## src/rtl/core/bwmm_pkg.sv

```systemverilog
// Shared types and constants of the box window mean and moment block.
// No dependencies; every other file of the block but bwmm_ram imports it.
`default_nettype none

package bwmm_pkg;

    // Ring of recent columns.
    localparam int RING_DEPTH = 64;
    localparam int RING_AW    = $clog2(RING_DEPTH);

    // A line ends at this many samples even without a last marker.
    localparam logic [15:0] MAX_LINE = 16'd65535;

    // Field widths.
    localparam int SUM_W  = 24;
    localparam int SQ_W   = 40;
    localparam int POS_W  = 16;

    // Configuration register indexes.
    localparam logic [1:0] CFG_MODE   = 2'd0;
    localparam logic [1:0] CFG_HEIGHT = 2'd1;
    localparam logic [1:0] CFG_WIDTH  = 2'd2;

    // Output modes; any other code behaves as the second moment.
    localparam logic [1:0] MODE_MOMENT = 2'd0;
    localparam logic [1:0] MODE_VAR    = 2'd1;
    localparam logic [1:0] MODE_SIGMA  = 2'd2;

    // Effective configuration, zero sizes already mapped to one.
    typedef struct packed {
        logic [1:0] mode;
        logic [7:0] height;
        logic [5:0] width;
        logic [4:0] half;
    } t_cfg;

    // One output position waiting to be computed.
    typedef struct packed {
        logic [POS_W-1:0] pos;
        logic [POS_W-1:0] len;
        logic             last;
        logic             short_line;
    } t_job;

    // A pointer that walks the line and bounces off both ends.
    typedef struct packed {
        logic             dir;
        logic [POS_W-1:0] pos;
    } t_walk;

endpackage

`default_nettype wire

```

## src/rtl/core/bwmm_front.sv

```systemverilog
// Front end: accepts sample beats, stores them in the column ring and
// queues output positions. Depends on bwmm_pkg.
`default_nettype none

module bwmm_front (
    input  wire logic                        i_clk,
    input  wire logic                        i_rst_n,
    input  wire bwmm_pkg::t_cfg              i_cfg,
    input  wire logic                        i_valid,
    output logic                             o_ready,
    input  wire logic                        i_last_in,
    input  wire logic                        i_back_reading,
    input  wire logic                        i_q_empty,
    input  wire logic                        i_q_full,
    output logic                             o_push,
    output bwmm_pkg::t_job                   o_job,
    output logic                             o_ring_we,
    output logic [bwmm_pkg::RING_AW-1:0]     o_ring_addr
);
    import bwmm_pkg::*;

    logic [POS_W-1:0] r_count;
    logic [POS_W-1:0] r_emit;
    logic             r_flush;
    logic [POS_W-1:0] r_flen;
    logic             r_fshort;

    logic             acc;
    logic [POS_W-1:0] n_count;
    logic             line_end;
    logic             due;
    logic             flush_push;

    // A new beat is taken only when nothing still reads the ring.
    assign o_ready  = i_rst_n && !r_flush && i_q_empty && !i_back_reading;
    assign acc      = i_valid && o_ready;
    assign n_count  = r_count + 16'd1;
    assign line_end = i_last_in || (n_count >= MAX_LINE);
    assign due      = {1'b0, r_count} >= ({1'b0, r_emit} + 17'(i_cfg.half));

    assign o_ring_we   = acc;
    assign o_ring_addr = r_count[RING_AW-1:0];

    assign flush_push = r_flush && !i_q_full && (r_emit != r_flen);

    // Job selection: at most one position per beat mid line, all the rest at the end.
    always_comb begin
        o_push = 1'b0;
        o_job  = '0;
        if (flush_push) begin
            o_push          = 1'b1;
            o_job.pos       = r_emit;
            o_job.len       = r_flen;
            o_job.last      = (r_emit + 16'd1 == r_flen);
            o_job.short_line = r_fshort;
        end else if (acc && !line_end && due) begin
            o_push    = 1'b1;
            o_job.pos = r_emit;
            o_job.len = n_count;
        end
    end

    // Line position bookkeeping.
    always_ff @(posedge i_clk) begin
        if (!i_rst_n) begin
            r_count <= '0;
            r_emit  <= '0;
            r_flush <= 1'b0;
        end else if (r_flush) begin
            if (r_emit == r_flen) begin
                r_flush <= 1'b0;
                r_count <= '0;
                r_emit  <= '0;
            end else if (flush_push) begin
                r_emit <= r_emit + 16'd1;
            end
        end else if (acc) begin
            if (line_end) begin
                r_flush  <= 1'b1;
                r_flen   <= n_count;
                r_fshort <= (n_count <= 16'(i_cfg.width));
            end else begin
                r_count <= n_count;
                if (due) begin
                    r_emit <= r_emit + 16'd1;
                end
            end
        end
    end

endmodule

`default_nettype wire

```

## config.mk

```make
export PLATFORM = sky130hd
export DESIGN_NAME = bwmm_front
export DESIGN_NICKNAME = d
export VERILOG_FILES = /design/src/rtl/core/bwmm_pkg.sv /design/src/rtl/core/bwmm_front.sv
export SDC_FILE = /design/constraint.sdc
export NUM_CORES = 1
export LEC_CHECK = 0
export BUFFER_PORTS_ARGS = -buffer_cell sky130_fd_sc_hd__buf_2
export CAP_MARGIN = 20
export CELL_PAD_IN_SITES_DETAIL_PLACEMENT = 0
export CELL_PAD_IN_SITES_GLOBAL_PLACEMENT = 2
export CORE_MARGIN = 3
export CORE_UTILIZATION = 36
export DETAILED_ROUTE_END_ITERATION = 10
export PLACE_DENSITY_LB_ADDON = 0.3
export SYNTH_ARGS = -nofsm -noshare
export SYNTH_HDL_FRONTEND = slang
export SYNTH_SLANG_ARGS = --single-unit
```

## constraint.sdc

```tcl
create_clock -name i_clk -period 5.8 [get_ports i_clk]
set_input_delay 0.58 -clock i_clk [delete_from_list [all_inputs] [get_ports i_clk]]
set_output_delay 0.58 -clock i_clk [all_outputs]
set_load 0.01 [all_outputs]
```

-- Word level (Yosys, flattened, before mapping)
Index checks and enable logic that the tools add are counted.
W data, S select, Z words.
- add/sub/neg operators: 3
- $lt $le $gt $ge: 3
- equal/unequal tests: 6
- mux-type cells: 19
- bitwise operators: 1
- reduce and logical (&&, ||, !) cells: 18
- operator list (operator ; number):
    $mux W16 ; 10
    $mux W32 ; 2
    $add A16 B1 Y16 const B ; 2
    $eq A16 B16 Y1 ; 2
    $add A16 B5 Y17 ; 1
    $ge A16 B17 Y1 ; 1
    $ge A16 B16 Y1 const B ; 1
    $le A16 B6 Y1 ; 1
    $ne A16 B16 Y1 ; 1
    $logic_and A1 B1 Y1 ; 8
    $reduce_and A4 Y1 ; 2
    $mux W1 ; 6
    $logic_not A1 Y1 ; 4
    $reduce_bool A2 Y1 ; 2
    $ne A3 B1 Y1 const B ; 1
    $reduce_and A3 Y1 ; 1
    $mux W2 ; 1
    $ne A2 B1 Y1 const B ; 1
    $ne A2 B2 Y1 const B ; 1
    $logic_or A1 B1 Y1 ; 1
    $not A1 Y1 ; 1
- register bits after elaboration: 50
- input port bits: 28
- output and inout port bits: 43
- word-level logic and storage cells: 55

-- Longest topological paths before layout
- depth in word-level cells: 9
- mapped depth: 20

-- Worst setup path before layout
No wires, ideal clock.
- path type: in2out
- start point: input port i_cfg[0] (netlist bit)
- end point: output port o_job[26] (netlist bit)
- data arrival time: 3670 ps
- data required time: 5220 ps
- setup slack: 1550 ps
- cell stages on the path: 18
- path buffers: 2
- cell sequence: ha_1 -> inv_1 -> fa_1 -> nor2b_1 -> o31a_1 -> o2111a_1 -> nand2_1 -> xor2_1 -> ha_1 -> a21o_1 -> a21oi_1 -> nand2b_1 -> a2111oi_0 -> and4b_1 -> a21oi_4 -> buf_6 -> buf_2 -> nor2b_1
- RTL lines (element ; RTL line ; source):
    start: declaration ; bwmm_front.sv:8 ; input wire bwmm_pkg::t_cfg i_cfg,
    end: declaration ; bwmm_front.sv:16 ; output bwmm_pkg::t_job o_job,

==> impl_results.md <==
* Cell variety after synth at 62
* Compound-cell area share of the yosys netlist at 0.160
* Final WL at 11.5 mm
* Slew HR at 0.434
* Seq/Total Area, Yosys at 0.285
* Reg2reg end: r_emit[3]
* Iter 0 DRT Violations at 156
* Most frequent cells in the layout: buf_2 (60), nand2_1 (53), a21oi_1 (38)
* Simple-gate share of the synthesized area at 0.260
* Largest family of logic cells by synthesized area: simple AND/OR/NAND/NOR gates
* # Max-Cap Violations at 0
* Hold Path Depth at 2
* Post-synth EDFFs at 17
* Crit path launch type: flop
* Clock Latency Late Sink at 0.29 ns
* Gate Count Post-Synth at 505
* Multi-input logic area at 0.00263 mm²
* Synthesis-stage register bit count at 50
* Max VDD drop at 0.197 mV
* Setup_tns at 0 ns
* Clock tree buffer depth at 2
* Utilization after layout at 0.412
* Gr usage total at 0.183
* Slowest library cell on the worst path: a21oi_4
* TritonCTS Sinks at 50
* Ant. Diodes at 0
* H-Tree Depth at 2
* Worst min path class: flop to flop
* Worst Path Required at 5.22 ns
* Mux cell area share after synthesis at 0.00244
* Synthesis Warnings at 0
* Pin count of the biggest net entering global routing at 31
* Final GP Congestion at 0.858
* Unrepaired setup endpoints after global routing: no
* Worst R2R Setup Slack at 1.10 ns
* Reg-to-Reg Start: r_emit[0]
* Syn nets at 564
* Total CTS buffers at 5
* Setup Skew at 0.00910 ns
* Layout area overhead at 10.3%
* Synth Area in Adders at 0.0964
* Via count at 3,556
* Fin Hold WS at 0.537 ns
* Crit-path max cell delay at 0.60 ns
* Core area at 0.0110 mm²
* Register area at 0.00117 mm²
* Vias in the first global route at 3,504
* Initial antenna violation count at 0
* Root buffer cell: clkbuf_16
* CTS hold repair buffers at 0
* Layout cells sized above 1 at 0.163
* Post-route clock period utilization at 0.934
* Leakage at 0.00182 µW
* CTS tree: yes
* Total setup buffers inserted after CTS at 0
* Worst Hold Endpoint: r_count[15]
* CP most frequent cell: ha_1
* XOR/XNOR Fraction of Synth Area at 0.121
* Max Fclk at 185 MHz
* Fin nets at 593
* CTS clk-pin slew, worst paths at 0.07 ns
* Final Hold Vio Count at 0
* GR Overflow Total at 0
* Initial Util at 0.374
* CP endpoint kind: output port
* R2R depth at 17
* Antenna-violating nets left at 0
* Outcome: finished, final reports clean
* P per Cell Area at 156 mW/mm²
* Die area at 0.0127 mm²
* Top-Level Pins at 71
* TritonRoute pass-1 iters at 4
* Setup Viol. Count Final at 0
* Pins over their slew limit at 0
* Worst hold start: r_count[15]
* CP max FO at 29
* Via density at 5.27
* Top delay family on crit path: compound AO/OA/AOI/OAI gates
* Post_cts resized at 0
* Global-route wire length before repair at 18.8 mm
* Avg Inst Size Synth at 8.12 µm²
* Synth async-reset ratio at 0
* Fillers at 1,154
* Chip height at 113 µm
* Final Instance Area at 0.00453 mm²
* Wire per inst at 17.0 µm
* Synth Cell Area at 0.00410 mm²
* WP data arrival at 4.84 ns
* Setup CP Type: flop to output port
* Row count at 38
* CP cell instances: ha_1 -> inv_1 -> fa_1 -> nor2b_1 -> o31a_1 -> o2111a_1 -> nand2_1 -> xor2_1 -> ha_1 -> a21o_1 -> a21oi_1 -> nand2b_1 -> a2111oi_0 -> and4b_1 -> a21oi_4 -> nor2_1 -> buf_2
* Most common cell after layout, fill and taps aside: buf_2
* Cell Area, Placed at 0.00438 mm²
* Period minus WS final at 5.42 ns
* Worst Tran Pin Value at 0.848 ns
* Port Buffer Count at 60
* Die width at 113 µm
* CP bufs+invs at 2
* DRC Markers at 0
* Prevailing post-synth register cell: dfxtp_1
* Detail Placement HPWL at 8.80 mm
cell type report:
| cell class | count | share of cell area |
|---|---|---|
| Clock buffer | 5 | 0.0276 |
| Clock inverter | 3 | 0.00470 |
| Inverter | 26 | 0.0216 |
| Multi-Input combinational cell | 390 | 0.581 |
| Sequential cell | 50 | 0.259 |
| Tap cell | 140 | 0.0387 |
| Timing Repair Buffer | 61 | 0.0680 |
synth_stat cells (6+ instances only):
library cell,n,share of area
nand4_1,12,0.018
a22o_1,9,0.019
buf_2,9,0.011
nor3_1,12,0.015
inv_1,24,0.022
buf_4,7,0.013
ha_1,30,0.091
clkbuf_1,20,0.018
a21oi_1,38,0.046
nand2_1,53,0.048
a31oi_1,8,0.012
nor2b_1,17,0.026
xnor2_1,28,0.060
nor4_1,6,0.0092
xor2_1,27,0.058
o21ai_0,18,0.022
dfxtp_1,33,0.16
edfxtp_1,17,0.12
nor2_1,29,0.027
nand3_1,23,0.028
sequential cells by signal (all words and copies together) (netlist names):
register and flops:
r_flen 16, r_emit 16, r_fshort 1, r_flush 1, r_count 16
worst max path at each step:
stage              start        end  slack (ns)  depth (start not counted)
3_5_place_dp    i_cfg[0]  o_job[29]        0.50                         18
2_1_floorplan   i_cfg[0]  o_job[26]        1.55                         18
5_1_grt        r_emit[0]  o_job[20]        0.01                         17
4_1_cts        r_emit[0]  o_job[19]        0.30                         17
3_3_place_gp    i_cfg[0]  o_job[21]        0.63                         18
6_report       r_emit[0]  o_job[19]        0.38                         17
tightest hold or removal path: stages (launching register included):
cell	delay (ns)
dfxtp_1	0.36
nand3_1	0.08
a21oi_1	0.06
cell families (layout without fill, tap and decap cells):
family / Yosys count / in the layout
buf+inv: 65 / 95
compound gates: 104 / 104
simple gates: 198 / 198
fa+ha+maj: 31 / 31
flops: 50 / 50
xor+xnor: 56 / 56
mux: 1 / 1
where the power goes:
part | internal (µW) | switching [µW]
Clock | 160 | 138
Sequential | 362 | 2.80
Combinational | 17.4 | 25.7
Total | 540 | 166
per-layer routing:
layer	track usage	wire, µm	vias up
met5	0	0	-
met4	0.0192	49	0
met3	0.0251	380	5
met2	0.302	5390	50
met1	0.266	5690	1674
li1	-	-	1827
stage by stage:
stage / setup WS [ns] / total power, µW / std cells
2_1_floorplan: 1.55 / 401 / 505
3_3_place_gp: 0.627 / 416 / 667
3_5_place_dp: 0.503 / 417 / 667
4_1_cts: 0.298 / 717 / 675
5_1_grt: 0.0107 / 741 / 675
6_report: 0.384 / 706 / 675
(Power assumes the default switching activity.)
