File: src/rtl/core/bwmm_pkg.sv
// Shared types and constants of the box window mean and moment block.
// No dependencies; every other file of the block but bwmm_ram imports it.
`default_nettype none

package bwmm_pkg;

    // Ring of recent columns.
    localparam int RING_DEPTH = 64;
    localparam int RING_AW    = $clog2(RING_DEPTH);

    // A line ends at this many samples even without a last marker.
    localparam logic [15:0] MAX_LINE = 16'd65535;

    // Field widths.
    localparam int SUM_W  = 24;
    localparam int SQ_W   = 40;
    localparam int POS_W  = 16;

    // Configuration register indexes.
    localparam logic [1:0] CFG_MODE   = 2'd0;
    localparam logic [1:0] CFG_HEIGHT = 2'd1;
    localparam logic [1:0] CFG_WIDTH  = 2'd2;

    // Output modes; any other code behaves as the second moment.
    localparam logic [1:0] MODE_MOMENT = 2'd0;
    localparam logic [1:0] MODE_VAR    = 2'd1;
    localparam logic [1:0] MODE_SIGMA  = 2'd2;

    // Effective configuration, zero sizes already mapped to one.
    typedef struct packed {
        logic [1:0] mode;
        logic [7:0] height;
        logic [5:0] width;
        logic [4:0] half;
    } t_cfg;

    // One output position waiting to be computed.
    typedef struct packed {
        logic [POS_W-1:0] pos;
        logic [POS_W-1:0] len;
        logic             last;
        logic             short_line;
    } t_job;

    // A pointer that walks the line and bounces off both ends.
    typedef struct packed {
        logic             dir;
        logic [POS_W-1:0] pos;
    } t_walk;

endpackage

`default_nettype wire

File: src/rtl/core/bwmm_queue.sv
// Two-entry job queue between the front and the back.
// Depends on bwmm_pkg for the job type.
`default_nettype none

module bwmm_queue (
    input  wire logic          i_clk,
    input  wire logic          i_rst_n,
    input  wire logic          i_push,
    input  wire bwmm_pkg::t_job i_job,
    input  wire logic          i_pop,
    output logic               o_empty,
    output logic               o_full,
    output bwmm_pkg::t_job     o_head
);
    import bwmm_pkg::*;

    t_job       r_mem [2];
    logic       r_wp;
    logic       r_rp;
    logic [1:0] r_cnt;

    assign o_empty = (r_cnt == 2'd0);
    assign o_full  = (r_cnt == 2'd2);
    assign o_head  = r_mem[r_rp];

    // Pointer and fill count update.
    always_ff @(posedge i_clk) begin
        if (!i_rst_n) begin
            r_wp  <= 1'b0;
            r_rp  <= 1'b0;
            r_cnt <= 2'd0;
        end else begin
            if (i_push) begin
                r_mem[r_wp] <= i_job;
                r_wp        <= ~r_wp;
            end
            if (i_pop) begin
                r_rp <= ~r_rp;
            end
            case ({i_push, i_pop})
                2'b10:   r_cnt <= r_cnt + 2'd1;
                2'b01:   r_cnt <= r_cnt - 2'd1;
                default: r_cnt <= r_cnt;
            endcase
        end
    end

endmodule

`default_nettype wire

File: config.mk
export PLATFORM = sky130hd
export DESIGN_NAME = bwmm_queue
export DESIGN_NICKNAME = d
export VERILOG_FILES = /design/src/rtl/core/bwmm_pkg.sv /design/src/rtl/core/bwmm_queue.sv
export SDC_FILE = /design/constraint.sdc
export NUM_CORES = 1
export LEC_CHECK = 0
export BUFFER_PORTS_ARGS = -buffer_cell sky130_fd_sc_hd__buf_2
export CORE_ASPECT_RATIO = 0.5
export CORE_MARGIN = 10
export CORE_UTILIZATION = 30
export CTS_CLUSTER_DIAMETER = 120
export DETAILED_ROUTE_END_ITERATION = 16
export HOLD_SLACK_MARGIN = 0.08
export PLACE_DENSITY_LB_ADDON = 0.15
export REMOVE_ABC_BUFFERS = 1
export SYNTH_ARGS = -nofsm -noshare
export SYNTH_HDL_FRONTEND = slang
export SYNTH_SLANG_ARGS = --single-unit
File: constraint.sdc
create_clock -name i_clk -period 3.33 [get_ports i_clk]
set_input_delay 0.666 -clock i_clk [delete_from_list [all_inputs] [get_ports i_clk]]
set_output_delay 0.666 -clock i_clk [all_outputs]
set_load 0.02 [all_outputs]
==> Word level (Yosys, flattened, before mapping) <==
Memory sizes are Yosys's and may differ from the RTL's. A register that Yosys moved wholly into a read port is not among the register bits.
Cells that the tools add are included.
{ "op_classes": {"n_addsub": 2, "eq_ne": 3, "muxes": 6, "n_bitwise": 2, "n_reduce_logical": 2} }
{ "ops": {"columns": ["operator", "count"], "rows": [
  ["$mux W1", 5],
  ["$eq A2 B2 Y1 const B", 2],
  ["$pmux W2 S2", 1],
  ["$add A2 B1 Y2 const B", 1],
  ["$eq A2 B1 Y1 const B", 1],
  ["$logic_not A2 Y1", 1],
  ["$not A1 Y1", 2],
  ["$reduce_bool A2 Y1", 1],
  ["$sub A2 B1 Y2 const B", 1]
]} }
{ "totals": {"regBits": 4, "mem_bits_rw": 68, "inputBits": 38, "output_inout_bits": 36, "wordCells": 19, "n_memories": 1} }
{ "memory_table": {"columns": ["name", "depth", "word_bits", "read_ports", "rd_clocked_by_memory_dff", "wr", "line_no", "rtl"], "rows": [
  ["r_mem", 2, 34, 1, 1, 1, "bwmm_queue.sv:17", "t_job r_mem [2];"]
]} }

==> Logic depth before layout (Yosys ltp) <==
Gate-level depths: netlist of run 1.
{ "depth": {"ltp_word": 3, "ltp_mapped": 5, "ltp_nobuf": 5} }

==> Worst setup path before layout of run 1 <==
No wires, ideal clock.
{ "synth_timing": {"path_type": "in2reg", "startpoint": "input port i_rst_n", "endpoint": "memory r_mem[0][0] (netlist bit) (enable)", "setup_ns": 0.426, "t_arrival_ns": 2.159, "required_time_ns": 2.904, "setup_slack_ns": 0.746, "path_stages": 2, "path_buffers": 0, "path_cell_list": "nand2_1 > nor2_1"} }
{ "synth_between": {"elab_chain_cells": 2} }
{ "synth_lines": {"columns": ["element", "line_no", "rtl"], "rows": [
  ["from (decl)", "bwmm_queue.sv:7", "input wire logic i_rst_n,"],
  ["$mux W1", "bwmm_queue.sv:28", "if (!i_rst_n) begin"],
  ["$mux W1 (implied by the code)", "bwmm_queue.sv:34", "r_mem[r_wp] <= i_job;"],
  ["to (decl)", "bwmm_queue.sv:17", null]
]} }
Every way passes these cells.

==> results of run 1 <==
metrics by stage:
stage | utilization (%) | cell area, µm² | setup WS [ns] | cells | total power [mW]
after floorplan | - | 2650 | 0.746 | 125 | 1.22
after global placement | 36.6 | 3180 | 1.13 | 316 | 1.31
after detailed placement | 36.6 | 3180 | 1.13 | 316 | 1.31
after CTS | 39.8 | 3460 | 0.762 | 332 | 2.21
after global routing | 39.8 | 3460 | 0.713 | 332 | 2.26
final | 39.8 | 3460 | 0.858 | 332 | 2.16
final cells by class:
type | count | area, µm² | area share, %
repair buffers | 74 | 373 | 10.8
clock buffers | 16 | 282 | 8.14
well taps | 117 | 146 | 4.23
multi-input cells | 51 | 509 | 14.7
flip-flops and latches | 73 | 2140 | 62.0
inverters | 1 | 3.75 | 0.109
final timing paths:
kind,slack (ns),to,cells past startpoint
setup / recovery,0.86,o_head[20],2
setup reg to reg,1.76,r_mem[1][9],1
hold reg to reg,0.51,r_cnt[1],2
hold / removal,0.51,r_cnt[1],2
tightest hold or removal path: cells and delay by family, from the launching register on:
kind	cells	cell delay, ns
AOI/OAI and AO/OA	2	0.13
DFF	1	0.32
synthesized netlist by cell type:
library cell  number  area (µm²)
o21ai_0            1        5.00
and3_1             1        6.26
xor2_1             2        17.5
dfxtp_1            5         100
buf_2              4        20.0
xnor2_1            2        17.5
edfxtp_1          68        2040
and2b_2            1        8.76
inv_1              1        3.75
nor2_1             2        7.51
a21boi_1           1        7.51
ha_1               1        12.5
mux2_2            34         383
and2_1             4        25.0
nand2_1            1        3.75
or3_1              1        6.26
state kept, by name, summed over array words and instances (netlist names), named ones only:
name,count
r_cnt,2
r_mem,68
r_rp,1
r_wp,1
per-layer routing:
layer,vias up,track usage (%),share of wire [%],wire [µm]
met4,0,4.13,1.6,85
met2,31,14.5,55,2850
met5,-,0,0,0
met3,7,4.55,6.2,323
li1,661,-,-,-
met1,677,6.98,37,1930
power by group through the flow:
| stage | logic, mW | registers, mW | clock network [mW] |
|---|---|---|---|
| 2_1_floorplan | 0.132 | 1.09 | 0 |
| 3_3_place_gp | 0.212 | 1.09 | 0 |
| 3_5_place_dp | 0.214 | 1.10 | 0 |
| 4_1_cts | 0.215 | 1.08 | 0.915 |
| 5_1_grt | 0.228 | 1.08 | 0.953 |
| 6_report | 0.208 | 1.08 | 0.873 |
cells by family (layout without fill, tap and decap cells):
| kind of cell | Yosys count | count (layout) | share of synthesized area, % |
|---|---|---|---|
| AND/OR/NAND/NOR | 10 | 10 | 2.16 |
| XOR/XNOR | 4 | 4 | 1.31 |
| buffers and inverters | 5 | 91 | 0.891 |
| multiplexers | 34 | 34 | 14.4 |
| AO/OA/AOI/OAI | 2 | 2 | 0.469 |
| flip-flops | 73 | 73 | 80.3 |
| adder cells (fa/ha/maj) | 1 | 1 | 0.469 |
==> impl_metrics.py, run 1 <==
metrics = {
    "status": {
        "status": "complete, no violations",
    },
    "drt": {
        "dr.pass1.iters": 4,
        "dr.first_iter.drc_count": 48,
        "drt_wl_total_mm": 5.19,
        "vias_per_cell": 4.14,
        "vias": 1376,
        "wl_per_cell_um": 15.6,
        "postRouteAntennaNets": 0,
        "drc": 0,
    },
    "grt": {
        "overflow": 0,
        "grt_usage_pct": 7.95,
        "grt_max_degree": 35,
        "antenna_found_initial": 0,
        "grt_pass1_wl_mm": 7.87,
        "grt_pass1_vias": 1509,
    },
    "power": {
        "p_comb_share_pct": 9.7,
        "p_clk_share_pct": 40.4,
        "ir_drop_mv": 0.275,
        "seqPwrFrac_pct": 49.9,
        "powerDensity_nw_per_um2": 624,
        "internal_power_mw": 1.71,
        "switchingPower_uw": 449,
        "swShare_pct": 20.8,
        "cellLeakagePower_nw": 1.28,
    },
    "die": {
        "fp.coreArea_um2": 8680,
        "dieArea_um2": 13300,
        "row_count": 24,
        "initial_core_util_pct": 30.7,
        "die_x_um": 153,
        "dieHeight_um": 86.7,
        "ioPinCount": 74,
    },
    "cts": {
        "cts_resized": 0,
        "cts_sinks": 73,
        "cts_tree": "built",
        "cts.root.buffer_cell": "clkbuf_16",
        "cts-htree-levels": 3,
        "clock_latency_ns": 0.32,
        "clock_path_buffers": 2,
        "cts_setup_buffers": 0,
        "cts_buffers": 9,
        "path_clk_slew_ns": 0.05,
        "postCtsHoldBufs": 0,
    },
    "critical_path": {
        "max_stage_delay_ns": 0.89,
        "slowest_stage": "dfxtp_2",
        "cpLargestDelayFamily": "flip-flops",
        "rr_startpoint": "r_wp",
        "end_kind": "output port",
        "path_cells": "mux2_2 > buf_2",
        "required_ns": 2.66,
        "start_kind": "flop",
        "cp_max_fo": 34,
        "cp.buffers_inverters": 1,
        "crit_arrival_ns": 1.81,
        "critical_path_class": "flop to output port",
    },
    "placement": {
        "io_buffers": 73,
        "place.gp.congestion": 0.669,
        "hpwlAfterDp_mm": 3.39,
    },
    "sta": {
        "holdWs_ns": 0.508,
        "max_clock_freq_mhz": 404,
        "setup_viol": 0,
        "finalClockSkew_ns": 0.00489,
        "fin_crit_ns": 2.47,
        "maxSlewViolCount": 0,
        "period_share_pct": 74.2,
        "hold_viol": 0,
        "slew_headroom_pct": 42.7,
        "tightestPinTransition_ns": 0.860,
        "rsz0062_at_grt": "no",
        "tns_ns": 0,
    },
    "layout": {
        "syn2layout_area_growth_pct": 29.7,
        "drive_gt1_share_pct": 57.7,
        "final_cell_mix": "buf_2, edfxtp_1, mux2_2, clkbuf_16",
        "final_nets": 249,
        "fill_cells": 824,
        "layout_commonest_cell": "buf_2",
        "diodes": 0,
    },
    "yosys": {
        "yosysUniqueCellTypes": 16,
        "netlist_area_um2": 2670,
        "ys_seq_area_share_pct": 80.3,
        "synth_area_per_cell_um2": 20.7,
        "ys_ff_latch": 73,
        "syn_inst": 129,
        "ys_warn_count": 0,
    },
    "hold_path": {
        "hp-class": "flop to flop",
        "hp-start": "r_cnt[1]",
    },
    "flow_run": {
        "max_cap_violations": 0,
    },
}
No activity file was read; power rests on OpenSTA's default activity.
==> inputs of run 2 (changes only) <==
==> constraint.sdc (replaced) <==
create_clock -name i_clk -period 2.21 [get_ports i_clk]
set_input_delay 0.442 -clock i_clk [delete_from_list [all_inputs] [get_ports i_clk]]
set_output_delay 0.442 -clock i_clk [all_outputs]
set_load 0.02 [all_outputs]
==> run 2 against run 1 <==
Worst setup slack got worse by 0.54 ns. Die area unchanged. Design area increased by 1.2%. Hold slack got worse by 0.21 ns. Critical path type unchanged. Utilization increased by 0.46 points. Register-to-register slack got worse by 1.0 ns.
==> impl_metrics.py, run 2 (same netlist as run 1, synthesis figures left out) <==
metrics = {
    "status": {
        "status": "complete, no violations",
    },
    "drt": {
        "dr.pass1.iters": 2,
        "drc": 0,
        "vias": 1390,
        "vias_per_cell": 4.14,
        "drt_wl_total_mm": 5.25,
        "postRouteAntennaNets": 0,
        "dr.first_iter.drc_count": 55,
        "wl_per_cell_um": 15.6,
    },
    "layout": {
        "largest_register_ffs": 68,
        "top_register": "r_mem",
        "final_nets": 253,
        "diodes": 0,
        "final_cell_count_no_fill": 336,
        "fill_cells": 828,
        "layout_commonest_cell": "buf_2",
        "drive_gt1_share_pct": 58.0,
        "top_regs": "r_mem x68, r_cnt x2",
        "postLayoutCellArea_um2": 3500,
        "final_cell_mix": "buf_2, edfxtp_1, mux2_2, clkbuf_16",
        "syn2layout_area_growth_pct": 31.2,
    },
    "cts": {
        "clock_latency_ns": 0.32,
        "cts_setup_buffers": 0,
        "cts_buffers": 9,
        "path_clk_slew_ns": 0.06,
        "cts_sinks": 73,
        "cts_tree": "built",
        "cts-htree-levels": 3,
        "cts_resized": 0,
        "clock_path_buffers": 2,
        "cts.root.buffer_cell": "clkbuf_16",
        "postCtsHoldBufs": 0,
    },
    "die": {
        "row_count": 24,
        "dieHeight_um": 86.7,
        "fp.coreArea_um2": 8680,
        "die_x_um": 153,
        "dieArea_um2": 13300,
        "ioPinCount": 74,
        "initial_core_util_pct": 30.7,
    },
    "power": {
        "p_comb_share_pct": 10.6,
        "ir_drop_mv": 0.383,
        "p_clk_share_pct": 40.9,
        "swShare_pct": 21.4,
        "cellLeakagePower_nw": 1.31,
        "internal_power_mw": 2.59,
        "seqPwrFrac_pct": 48.5,
        "powerDensity_nw_per_um2": 941,
        "switchingPower_uw": 703,
    },
    "sta": {
        "tns_ns": 0,
        "maxSlewViolCount": 0,
        "fin_crit_ns": 1.89,
        "setup_viol": 0,
        "hold_viol": 0,
        "tightestPinTransition_ns": 0.442,
        "max_clock_freq_mhz": 529,
        "rsz0062_at_grt": "no",
        "period_share_pct": 85.5,
        "finalClockSkew_ns": 0.00494,
        "slew_headroom_pct": 70.5,
    },
    "grt": {
        "grt_pass1_vias": 1544,
        "overflow": 0,
        "antenna_found_initial": 0,
        "grt_pass1_wl_mm": 8.06,
        "grt_usage_pct": 8.00,
        "grt_max_degree": 20,
    },
    "hold_path": {
        "hp-class": "input port to flop",
    },
    "placement": {
        "place.gp.congestion": 0.648,
        "hpwlAfterDp_mm": 3.70,
        "post_dp_cell_area_um2": 3220,
        "placed_cells": 320,
        "io_buffers": 73,
    },
    "critical_path": {
        "end_kind": "output port",
        "required_ns": 1.77,
        "start_kind": "flop",
        "critical_path_class": "flop to output port",
        "crit_arrival_ns": 1.45,
        "cp_max_fo": 19,
    },
    "flow_run": {
        "max_cap_violations": 0,
    },
}
==> run 2: changes by cell type in the layout (fill, tap and decap cells not counted), sizes merged <==
| cell | before | now |
|---|---|---|
| bufinv | 0 | 1 |
| clkinv | 0 | 4 |
| clkbuf | 16 | 11 |
| buf | 74 | 78 |
==> run 2: worst paths after layout <==
check / startpoint / endpoint / slack (ns) / cells after the start
hold reg to reg: r_cnt[1] / r_cnt[1] / 0.51 / 2
hold / removal: i_job[4] / r_mem[0][4] / 0.30 / 1
setup / recovery: flop / o_head[19] / 0.32 / 3
setup reg to reg: r_wp / r_mem[1][8] / 0.76 / 2
==> run 2: critical path: stages, from the launching register on <==
cell and delay [ns]:
dfxtp_2 0.32, buf_4 0.27, mux2_2 0.37, buf_2 0.16
==> run 2: cell type report <==
type / count / area, µm² / share of cell area (%)
well taps: 117 / 146 / 4.19
repair buffers: 78 / 415 / 11.9
flip-flops and latches: 73 / 2140 / 61.3
clock buffers: 11 / 233 / 6.65
clock inverters: 5 / 46.3 / 1.32
multi-input cells: 51 / 509 / 14.6
inverters: 1 / 3.75 / 0.107
==> run 2: stage by stage <==
| stage | hold WS [ns] | utilization, % | power [mW] | setup WS, ns |
|---|---|---|---|---|
| floorplan | 0.466 | - | 1.83 | -0.150 |
| global placement | 0.496 | 37.1 | 1.98 | 0.602 |
| detailed placement | 0.496 | 37.1 | 1.98 | 0.580 |
| CTS | 0.290 | 40.3 | 3.35 | 0.283 |
| global route | 0.288 | 40.3 | 3.43 | 0.235 |
| finish | 0.303 | 40.3 | 3.29 | 0.319 |
==> run 2: power groups by stage <==
stage,Clock (mW),Sequential [mW],Combinational [mW]
6_report,1.35,1.60,0.349
5_1_grt,1.45,1.60,0.381
4_1_cts,1.39,1.60,0.361
3_5_place_dp,0,1.62,0.359
3_3_place_gp,0,1.62,0.356
2_1_floorplan,0,1.64,0.199
==> run 2: routing by layer <==
layer / up-vias / GRT usage [%] / part of all wire [%]
met2: 33 / 14.4 / 53
met4: 0 / 3.61 / 1.2
met3: 7 / 3.91 / 5.4
met5: - / 0 / 0
li1: 669 / - / -
met1: 681 / 7.74 / 40
