[config.mk]
export PLATFORM = sky130hd
export DESIGN_NAME = bwmm_back
export DESIGN_NICKNAME = d
export VERILOG_FILES = /design/src/rtl/core/bwmm_pkg.sv /design/src/rtl/core/bwmm_back.sv
export SDC_FILE = /design/constraint.sdc
export NUM_CORES = 2
export LEC_CHECK = 0
export ABC_AREA = 1
export BUFFER_PORTS_ARGS = -buffer_cell sky130_fd_sc_hd__buf_2
export CAP_MARGIN = 20
export CORE_AREA = 2 2 358 360
export CTS_CLUSTER_DIAMETER = 80
export DETAILED_ROUTE_END_ITERATION = 6
export DIE_AREA = 0 0 360 362
export PLACE_DENSITY = 0.59
export SYNTH_ARGS = -nofsm -noshare
export SYNTH_HDL_FRONTEND = slang
export SYNTH_SLANG_ARGS = --single-unit
[constraint.sdc]
create_clock -name i_clk -period 22.1 [get_ports i_clk]
set_input_delay 3.315 -clock i_clk [delete_from_list [all_inputs] [get_ports i_clk]]
set_output_delay 3.315 -clock i_clk [all_outputs]
set_load 0.02 [all_outputs]
[src/rtl/core/bwmm_pkg.sv]
// Shared types and constants of the box window mean and moment block.
// No dependencies; every other file of the block but bwmm_ram imports it.
`default_nettype none

package bwmm_pkg;

    // Ring of recent columns.
    localparam int RING_DEPTH = 64;
    localparam int RING_AW    = $clog2(RING_DEPTH);

    // A line ends at this many samples even without a last marker.
    localparam logic [15:0] MAX_LINE = 16'd65535;

    // Field widths.
    localparam int SUM_W  = 24;
    localparam int SQ_W   = 40;
    localparam int POS_W  = 16;

    // Configuration register indexes.
    localparam logic [1:0] CFG_MODE   = 2'd0;
    localparam logic [1:0] CFG_HEIGHT = 2'd1;
    localparam logic [1:0] CFG_WIDTH  = 2'd2;

    // Output modes; any other code behaves as the second moment.
    localparam logic [1:0] MODE_MOMENT = 2'd0;
    localparam logic [1:0] MODE_VAR    = 2'd1;
    localparam logic [1:0] MODE_SIGMA  = 2'd2;

    // Effective configuration, zero sizes already mapped to one.
    typedef struct packed {
        logic [1:0] mode;
        logic [7:0] height;
        logic [5:0] width;
        logic [4:0] half;
    } t_cfg;

    // One output position waiting to be computed.
    typedef struct packed {
        logic [POS_W-1:0] pos;
        logic [POS_W-1:0] len;
        logic             last;
        logic             short_line;
    } t_job;

    // A pointer that walks the line and bounces off both ends.
    typedef struct packed {
        logic             dir;
        logic [POS_W-1:0] pos;
    } t_walk;

endpackage

`default_nettype wire

[src/rtl/core/bwmm_back.sv]
// Back end: sums the mirrored window from the ring, divides by the area and
// forms the moment, variance or sigma. Depends on bwmm_pkg.
`default_nettype none

module bwmm_back (
    input  wire logic                        i_clk,
    input  wire logic                        i_rst_n,
    input  wire bwmm_pkg::t_cfg              i_cfg,
    input  wire logic                        i_q_empty,
    input  wire bwmm_pkg::t_job              i_q_job,
    output logic                             o_q_pop,
    output logic [bwmm_pkg::RING_AW-1:0]     o_rd_addr,
    input  wire logic [bwmm_pkg::SUM_W-1:0]  i_rd_sum,
    input  wire logic [bwmm_pkg::SQ_W-1:0]   i_rd_sq,
    output logic                             o_reading,
    output logic                             o_valid,
    input  wire logic                        i_ready,
    output logic [bwmm_pkg::SUM_W-1:0]       o_mean_out,
    output logic [bwmm_pkg::SQ_W-1:0]        o_moment_out,
    output logic                             o_last_out,
    output logic                             o_short_line
);
    import bwmm_pkg::*;

    localparam int DIV_W = 54;
    localparam int X_W   = 62;

    localparam logic DIR_UP   = 1'b0;
    localparam logic DIR_DOWN = 1'b1;

    localparam logic [3:0] S_IDLE  = 4'd0;
    localparam logic [3:0] S_READ  = 4'd1;
    localparam logic [3:0] S_DRAIN = 4'd2;
    localparam logic [3:0] S_LOAD  = 4'd3;
    localparam logic [3:0] S_DIV   = 4'd4;
    localparam logic [3:0] S_MSQ   = 4'd5;
    localparam logic [3:0] S_VAR   = 4'd6;
    localparam logic [3:0] S_SQRT  = 4'd7;
    localparam logic [3:0] S_OUT   = 4'd8;

    // One step along the line, bouncing off either end without repeating it.
    function automatic t_walk walk_step(t_walk cur, logic [POS_W-1:0] len);
        t_walk nx;
        nx = cur;
        if (len == 16'd1) begin
            nx.pos = '0;
        end else if (cur.dir == DIR_UP) begin
            if (cur.pos == len - 16'd1) begin
                nx.pos = cur.pos - 16'd1;
                nx.dir = DIR_DOWN;
            end else begin
                nx.pos = cur.pos + 16'd1;
            end
        end else begin
            if (cur.pos == '0) begin
                nx.pos = 16'd1;
                nx.dir = DIR_UP;
            end else begin
                nx.pos = cur.pos - 16'd1;
            end
        end
        return nx;
    endfunction

    logic [3:0]       r_st;
    t_job             r_job;
    t_walk            r_right;
    t_walk            r_left;
    logic [5:0]       r_k;
    logic             r_rdv;
    logic [29:0]      r_s;
    logic [45:0]      r_s2;
    logic             r_dsel;
    logic [5:0]       r_cnt;
    logic [DIV_W-1:0] r_num;
    logic [14:0]      r_rem;
    logic [SUM_W-1:0] r_mean;
    logic [DIV_W-1:0] r_mom;
    logic [39:0]      r_msq;
    logic [X_W-1:0]   r_x;
    logic [30:0]      r_root;
    logic [32:0]      r_srem;

    t_walk            n_right;
    t_walk            n_left;
    logic [13:0]      area;
    logic [DIV_W-1:0] div_num;
    logic [15:0]      div_t;
    logic             div_ge;
    logic [DIV_W-1:0] n_num;
    logic [14:0]      n_rem;
    logic [DIV_W-1:0] var_val;
    logic [34:0]      sq_rem2;
    logic [34:0]      sq_trial;
    logic             sq_ge;
    logic [30:0]      n_root;
    logic [32:0]      n_srem;
    logic             out_free;

    assign o_reading = (r_st == S_READ) || (r_st == S_DRAIN);
    assign o_q_pop   = (r_st == S_IDLE) && !i_q_empty;
    assign out_free  = !o_valid || i_ready;

    // Ring read address: the center first, then right and left in turn.
    assign n_right = walk_step(r_right, r_job.len);
    assign n_left  = walk_step(r_left, r_job.len);
    always_comb begin
        if (r_k == 6'd0) begin
            o_rd_addr = r_job.pos[RING_AW-1:0];
        end else if (r_k[0]) begin
            o_rd_addr = n_right.pos[RING_AW-1:0];
        end else begin
            o_rd_addr = n_left.pos[RING_AW-1:0];
        end
    end

    // Area divisor and rounded numerators.
    assign area    = 14'(i_cfg.height) * 14'(i_cfg.width);
    assign div_num = r_dsel ? (DIV_W'({r_s2, 8'h00}) + DIV_W'(area >> 1))
                            : (DIV_W'({r_s, 8'h00}) + DIV_W'(area >> 1));

    // One restoring division step.
    assign div_t  = {r_rem, r_num[DIV_W-1]};
    assign div_ge = div_t >= 16'(area);
    assign n_num  = {r_num[DIV_W-2:0], div_ge};
    assign n_rem  = div_ge ? 15'(div_t - 16'(area)) : div_t[14:0];

    // Variance clamped at zero.
    assign var_val = (r_mom > DIV_W'(r_msq)) ? (r_mom - DIV_W'(r_msq)) : '0;

    // One square root digit.
    assign sq_rem2  = {r_srem, r_x[X_W-1 -: 2]};
    assign sq_trial = {2'b00, r_root, 2'b01};
    assign sq_ge    = sq_rem2 >= sq_trial;
    assign n_root   = {r_root[29:0], sq_ge};
    assign n_srem   = sq_ge ? 33'(sq_rem2 - sq_trial) : sq_rem2[32:0];

    // Sequencer for one output position.
    always_ff @(posedge i_clk) begin
        if (!i_rst_n) begin
            r_st    <= S_IDLE;
            r_rdv   <= 1'b0;
            o_valid <= 1'b0;
        end else begin
            // A taken result empties the output register unless a new one loads it.
            if (o_valid && i_ready && (r_st != S_OUT)) begin
                o_valid <= 1'b0;
            end
            if (r_rdv) begin
                r_s  <= r_s + 30'(i_rd_sum);
                r_s2 <= r_s2 + 46'(i_rd_sq);
            end
            r_rdv <= (r_st == S_READ);
            case (r_st)
                S_IDLE: begin
                    if (!i_q_empty) begin
                        r_job   <= i_q_job;
                        r_right <= '{dir: DIR_UP, pos: i_q_job.pos};
                        r_left  <= '{dir: DIR_DOWN, pos: i_q_job.pos};
                        r_k     <= '0;
                        r_s     <= '0;
                        r_s2    <= '0;
                        r_st    <= S_READ;
                    end
                end
                S_READ: begin
                    if (r_k != 6'd0) begin
                        if (r_k[0]) begin
                            r_right <= n_right;
                        end else begin
                            r_left <= n_left;
                        end
                    end
                    if (r_k == {i_cfg.half, 1'b0}) begin
                        r_st <= S_DRAIN;
                    end else begin
                        r_k <= r_k + 6'd1;
                    end
                end
                S_DRAIN: begin
                    r_dsel <= 1'b0;
                    r_st   <= S_LOAD;
                end
                S_LOAD: begin
                    r_num <= div_num;
                    r_rem <= '0;
                    r_cnt <= '0;
                    r_st  <= S_DIV;
                end
                S_DIV: begin
                    r_num <= n_num;
                    r_rem <= n_rem;
                    r_cnt <= r_cnt + 6'd1;
                    if (r_cnt == 6'(DIV_W - 1)) begin
                        if (!r_dsel) begin
                            r_mean <= (|n_num[DIV_W-1:SUM_W]) ? '1 : n_num[SUM_W-1:0];
                            r_dsel <= 1'b1;
                            r_st   <= S_LOAD;
                        end else begin
                            r_mom <= n_num;
                            r_st  <= S_MSQ;
                        end
                    end
                end
                S_MSQ: begin
                    r_msq <= 40'((49'(r_mean) * 49'(r_mean) + 49'd128) >> 8);
                    r_st  <= S_VAR;
                end
                S_VAR: begin
                    if (i_cfg.mode == MODE_SIGMA) begin
                        r_x    <= {var_val, 8'h00};
                        r_root <= '0;
                        r_srem <= '0;
                        r_cnt  <= '0;
                        r_st   <= S_SQRT;
                    end else begin
                        if (i_cfg.mode == MODE_VAR) begin
                            r_mom <= var_val;
                        end
                        r_st <= S_OUT;
                    end
                end
                S_SQRT: begin
                    r_x    <= {r_x[X_W-3:0], 2'b00};
                    r_root <= n_root;
                    r_srem <= n_srem;
                    r_cnt  <= r_cnt + 6'd1;
                    if (r_cnt == 6'(X_W / 2 - 1)) begin
                        r_mom <= DIV_W'(n_root) + DIV_W'(n_srem > 33'(n_root));
                        r_st  <= S_OUT;
                    end
                end
                S_OUT: begin
                    if (out_free) begin
                        o_valid      <= 1'b1;
                        o_mean_out   <= r_mean;
                        o_moment_out <= (|r_mom[DIV_W-1:SQ_W]) ? '1 : r_mom[SQ_W-1:0];
                        o_last_out   <= r_job.last;
                        o_short_line <= r_job.short_line;
                        r_st         <= S_IDLE;
                    end
                end
                default: begin
                    r_st <= S_IDLE;
                end
            endcase
        end
    end

endmodule

`default_nettype wire

**Yosys cells after proc, flatten, opt, wreduce, memory -nomap -nowiden**

Index checks and enable logic that the tools add are counted.

- Bits in latches: 0
- Logic and storage cells: 185
- Memories kept: 0
- Bits in registers: 532
- Output and inout port bits: 75
- Bits in writable memories: 0
- Memory bits (read-only): 0

- Divide/modulo/power cells: 0
- Multiplexer cells: 66
- Add/subtract/negate cells: 16
- Shift-type cells: 0
- Magnitude comparators: 4
- Bitwise gates (word level): 2
- Multipliers: 2
- Reductions and logical operators: 36
- Equality and inequality tests: 31

Operators with widths:

| kind | count |
|---|---|
| $mux W54 | 7 |
| $pmux W54 S3 | 1 |
| $mux W46 | 3 |
| $mux W17 | 8 |
| $pmux W62 S2 | 1 |
| $pmux W54 S2 | 1 |
| $mux W16 | 6 |
| $mux W30 | 3 |
| $pmux W17 S2 | 2 |
| $mux W33 | 2 |
| $pmux W33 S2 | 1 |
| $mux W62 | 1 |
| $pmux W31 S2 | 1 |
| $add A54 B13 Y54 | 1 |
| $gt A54 B40 Y1 | 1 |
| $sub A54 B40 Y54 | 1 |
| $add A48 B8 Y48 const B | 1 |
| $mul A24 B24 Y48 | 1 |
| $sub A16 B1 Y16 const B | 3 |
| $add A46 B40 Y46 | 1 |
| $add A38 B13 Y39 | 1 |
| $pmux W4 S9 | 1 |
| $ge A35 B33 Y1 | 1 |
| $gt A33 B31 Y1 | 1 |
| 51 further kinds | 107 |

**Depth between registers and ports, before layout**

- Depth in word-level cells: 8
- Mapped depth: 43

**Worst setup path before layout**

No wires, ideal clock.

- Path kind: in2reg
- From: in i_cfg[19] (netlist name)
- To: reg r_mom[0] (enable)
- Arrival: 8.796 ns
- Path buffers: 0
- Data required time: 21.501 ns
- Stages: 4
- Setup slack: 12.705 ns
- Library setup time: 0.599 ns
- Cell sequence: inv_1 o21ai_0 o21ai_0 nor4_1

- Word-level cells in the longest chain between the ends: 3
- Elaborated cells between the ends (all ways): 5

Ends and longest elaborated chain:

| element | line | source |
|---|---|---|
| start, declared | bwmm_back.sv:8 | `input wire bwmm_pkg::t_cfg i_cfg,` |
| $eq A2 B1 Y1 / $eq A2 B2 Y1 (equally long branches) | bwmm_back.sv:217, bwmm_back.sv:210 |  |
| $ne A2 B2 Y1 (no source line) | - |  |
| $reduce_and A7 Y1 (no source line) (*) | - |  |
| end signal, assigned | bwmm_back.sv:200 | `r_mom <= n_num;` |
| end signal, assigned | bwmm_back.sv:218 | `r_mom <= var_val;` |
| end signal, assigned | bwmm_back.sv:229 | `r_mom <= DIV_W'(n_root) + DIV_W'(n_srem > 33'(n_root));` |
| end, declared | bwmm_back.sv:78 | `logic [DIV_W-1:0] r_mom;` |

Mark *: on every way between the ends. The rest lies on a longest branch, timed or not.
A chain may end at the register's enable or synchronous reset.

**Worst setup path after layout**

- From: in i_cfg[7] (netlist name)
- To: reg r_num[34] (data pin)

- Word-level cells in the longest chain between the ends: 4
- Elaborated cells between the ends (all ways): 5

Ends and longest elaborated chain:

| element | line | source |
|---|---|---|
| $mul A8 B6 Y14 (*) | bwmm_back.sv:118 | `assign area = 14'(i_cfg.height) * 14'(i_cfg.width);` |
| $add A54 B13 Y54 / $add A38 B13 Y39 (equally long branches) | bwmm_back.sv:119, bwmm_back.sv:120 |  |
| $mux W54 (*) | bwmm_back.sv:119 | `assign div_num = r_dsel ? (DIV_W'({r_s2, 8'h00}) + DIV_W'(area >> 1))` |
| $pmux W54 S2 (*) | bwmm_back.sv:154 | `case (r_st)` |
| end signal, assigned | bwmm_back.sv:185 | `r_num <= div_num;` |
| end signal, assigned | bwmm_back.sv:191 | `r_num <= n_num;` |
| end, declared | bwmm_back.sv:75 | `logic [DIV_W-1:0] r_num;` |

Marked as above.

==> results.md <==
- Drt initial violations: 3986
- Skew-Pair Late Insertion Delay: 0.67 ns
- Crit path arrival time: 9.46 ns
- Cells after Synth: 7204
- Endpoints failing setup: 0
- Post-Synth XOR/XNOR Area: 3.70%
- Tot Pwr: 4.12 mW
- Die area: 130000 sq um
- Syn_nets: 8207
- Netlist cell types: 71
- CP most frequent cell: nand2_1
- # clock sinks: 524
- Largest family of logic cells by synthesized area: adder cells
- CTS buffer count: 75
- Final WS setup: 13.03 ns
- Antenna Nets Post-Route: 0
- Fin crit period: 9.07 ns
- Unrepaired setup endpoints after global routing: false
- Fmax: 110 MHz
- Post-Synth Simple-Gate Area: 20.7%
- Standard-cell row count: 131
- CP required: 22.49 ns
- CP Capture Type: register
- Crit start category: primary input
- Residual DRC count: 0
- Total negative setup slack: 0 ns
- Total power per unit cell area: 66.6 nW/um^2
- Seq/Total Area, Yosys: 27.7%
- Die extent in x: 360 microns
- Slew headroom: 24.7%
- Worst Hold Slack: 0.417 ns
- Post-placement cell area: 59400 sq um
- Die H: 362 microns
- Clock Tree Buf Depth: 3
- Async SR Flop Fraction: 0%
- Synth Area in Adders: 25.5%
- Final period utilization: 41.1%
- Io pins: 198
- Mean cell area of the mapped netlist: 7.86 sq um
- Clk_skew: 0.0376 ns
- GRT Util Overall: 28.0%
- Routability cong.: 0.962
- Antenna violations before repair: 1
- P&R area growth vs syn: 9.32%
- Leak pwr: 28.7 nW
- Synth warn: 0
- Max Slew Vio Count: 0
- Largest delay contributor family on the critical path: adder cells
- WL final: 183 mm
- EDFF count, synth: 518
- Wire per inst: 20.2 microns
- Slowest Stage Delay on Critical Path: 0.54 ns
- Fraction of layout cells with a size suffix above 1: 6.72%
- TritonRoute pass-1 iters: 6
- Synth Cell Area: 56600 sq um
- Via density: 5.36
- IO Port Bufs: 197
- Resized Gates After CTS: 0
- Mux contribution to synthesized area: 0.0199%
- Status: completed
- Grt total ovfl: 0
- Clock transition at the registers of the reported paths: 0.06 ns
- Routed via count: 48700
- Max Cap Violations: 0
- Yosys reg bits: 524
- Largest net degree at the start of global routing: 75
- Dpl ws: 12.30 ns
- Vias in the first global route: 48000
- Global-route wire length before repair: 283 mm
- CTS tree: built
- Core footprint: 127000 sq um
- Post-CTS Setup Repair Bufs: 0
- Kind of critical path: primary input to register
- Nets: 8356
- Post-DP HPWL: 148 mm
- Final instance area: 61900 sq um
- Compound-Gate Fraction of Synth Area: 10.9%
- Worst path buffer plus inverter count: 6
- H-tree depth: 3
- VDD IR max: 61.9 uV
- Critical path's slowest cell: fa_1
- Clock Tree Root: clkbuf_16
- Starting Density: 44.7%
- Final Hold Vio Count: 0
- Prevailing post-synth register cell: edfxtp_1
- Slew @ Worst Pin: 1.12 ns
- Crit-path max FO: 8
- CTS Hold Buffers Added: 0
- HP Class: register to register
cell usage after synthesis (8+ instances only):
master | count | area [sq um]
nor2_2 | 11 | 68.8
ha_1 | 422 | 5280
fa_1 | 458 | 9170
a21oi_1 | 396 | 1980
nand2_2 | 18 | 113
a21boi_0 | 15 | 113
xor2_1 | 159 | 1390
nor2_1 | 637 | 2390
o21bai_1 | 26 | 195
a31oi_1 | 71 | 444
edfxtp_1 | 518 | 15600
o21ai_2 | 9 | 78.8
buf_1 | 9 | 33.8
nand3b_1 | 10 | 75.1
buf_6 | 8 | 90.1
o21ai_0 | 325 | 1630
o21a_1 | 19 | 143
nand4_1 | 81 | 507
o211ai_1 | 76 | 571
nor3_1 | 105 | 526
nand2_1 | 1492 | 5600
o21ai_1 | 21 | 105
a22oi_1 | 16 | 120
inv_1 | 1514 | 5680
o22ai_1 | 27 | 169
or2_2 | 40 | 250
clkbuf_1 | 151 | 567
and3_1 | 8 | 50.1
nor4_1 | 43 | 269
a21o_1 | 27 | 203
nand3_1 | 297 | 1490
xnor2_1 | 75 | 657
cell usage in the layout (no fill, tap or decap), drive strengths merged, types with 76 or more instances in the layout:
cell type / n
a21oi: 398
nand3: 304
xor2: 159
nand2: 1515
inv: 1532
buf: 251
nor3: 109
nand4: 82
nor2: 654
fa: 458
o211ai: 76
clkbuf: 87
o21ai: 355
edfxtp: 518
ha: 422
cells by family (layout without fill, tap and decap cells):
family,count (synthesis),in the layout
compound gates,1077,1077
xor+xnor,236,236
fa+ha+maj,880,880
buf+inv,1705,1912
flops,524,524
mux,1,1
other cells,0,1
simple gates,2781,2781
sequential cells by signal (all words and copies together), names as in the netlist:
register,count
r_mom,54
r_st,4
o_mean_out,24
o_last_out,1
r_job,24
r_mean,24
o_short_line,1
r_k,6
r_rdv,1
r_msq,40
r_root,31
r_srem,33
o_moment_out,40
r_x,54
r_left,17
r_num,54
r_rem,15
r_s,30
r_s2,46
r_cnt,6
r_right,17
o_valid,1
r_dsel,1
power by group:
group | total [mW] | internal, mW | switching [mW]
Combinational | 1.44 | 0.486 | 0.953
Clock | 1.23 | 0.720 | 0.510
Sequential | 1.45 | 1.26 | 0.189
path summary, 6_finish.rpt:
| check | from | to | slack [ns] | cells after the start |
|---|---|---|---|---|
| setup / recovery | i_cfg[7] | r_num[34] | 13.03 | 32 |
| hold reg to reg | r_job[1] | o_last_out | 0.42 | 0 |
| setup reg to reg | r_mean[6] | r_msq[37] | 14.58 | 22 |
| hold / removal | r_job[1] | o_last_out | 0.42 | 0 |
per-stage QoR:
| step | utilization (%) | cells |
|---|---|---|
| 2_1_floorplan | - | 7204 |
| 3_3_place_gp | 46.9 | 8936 |
| 3_5_place_dp | 46.9 | 8936 |
| 4_1_cts | 48.8 | 9071 |
| 5_1_grt | 48.8 | 9073 |
| 6_report | 48.8 | 9074 |
layer usage:
layer | part of all wire [%] | vias up | wire length, microns | GRT usage, %
met5 | 0.0066 | - | 12 | 0
met4 | 2.4 | 2 | 4320 | 7.14
met3 | 6.3 | 195 | 11500 | 3.52
met2 | 45 | 1523 | 81900 | 44.4
met1 | 47 | 23500 | 85400 | 40.6
li1 | - | 23400 | - | -
cell type report:
class                   count  area [sq um]
well taps                1662          2080
repair buffers            251          1400
fillers                 12600         64800
multi-input cells        4975         34500
diodes                      1          2.50
clock inverters            48           474
inverters                1526          5730
flip-flops and latches    524         15700
clock buffers              87          1990
No activity file was read; power rests on OpenSTA's default activity.
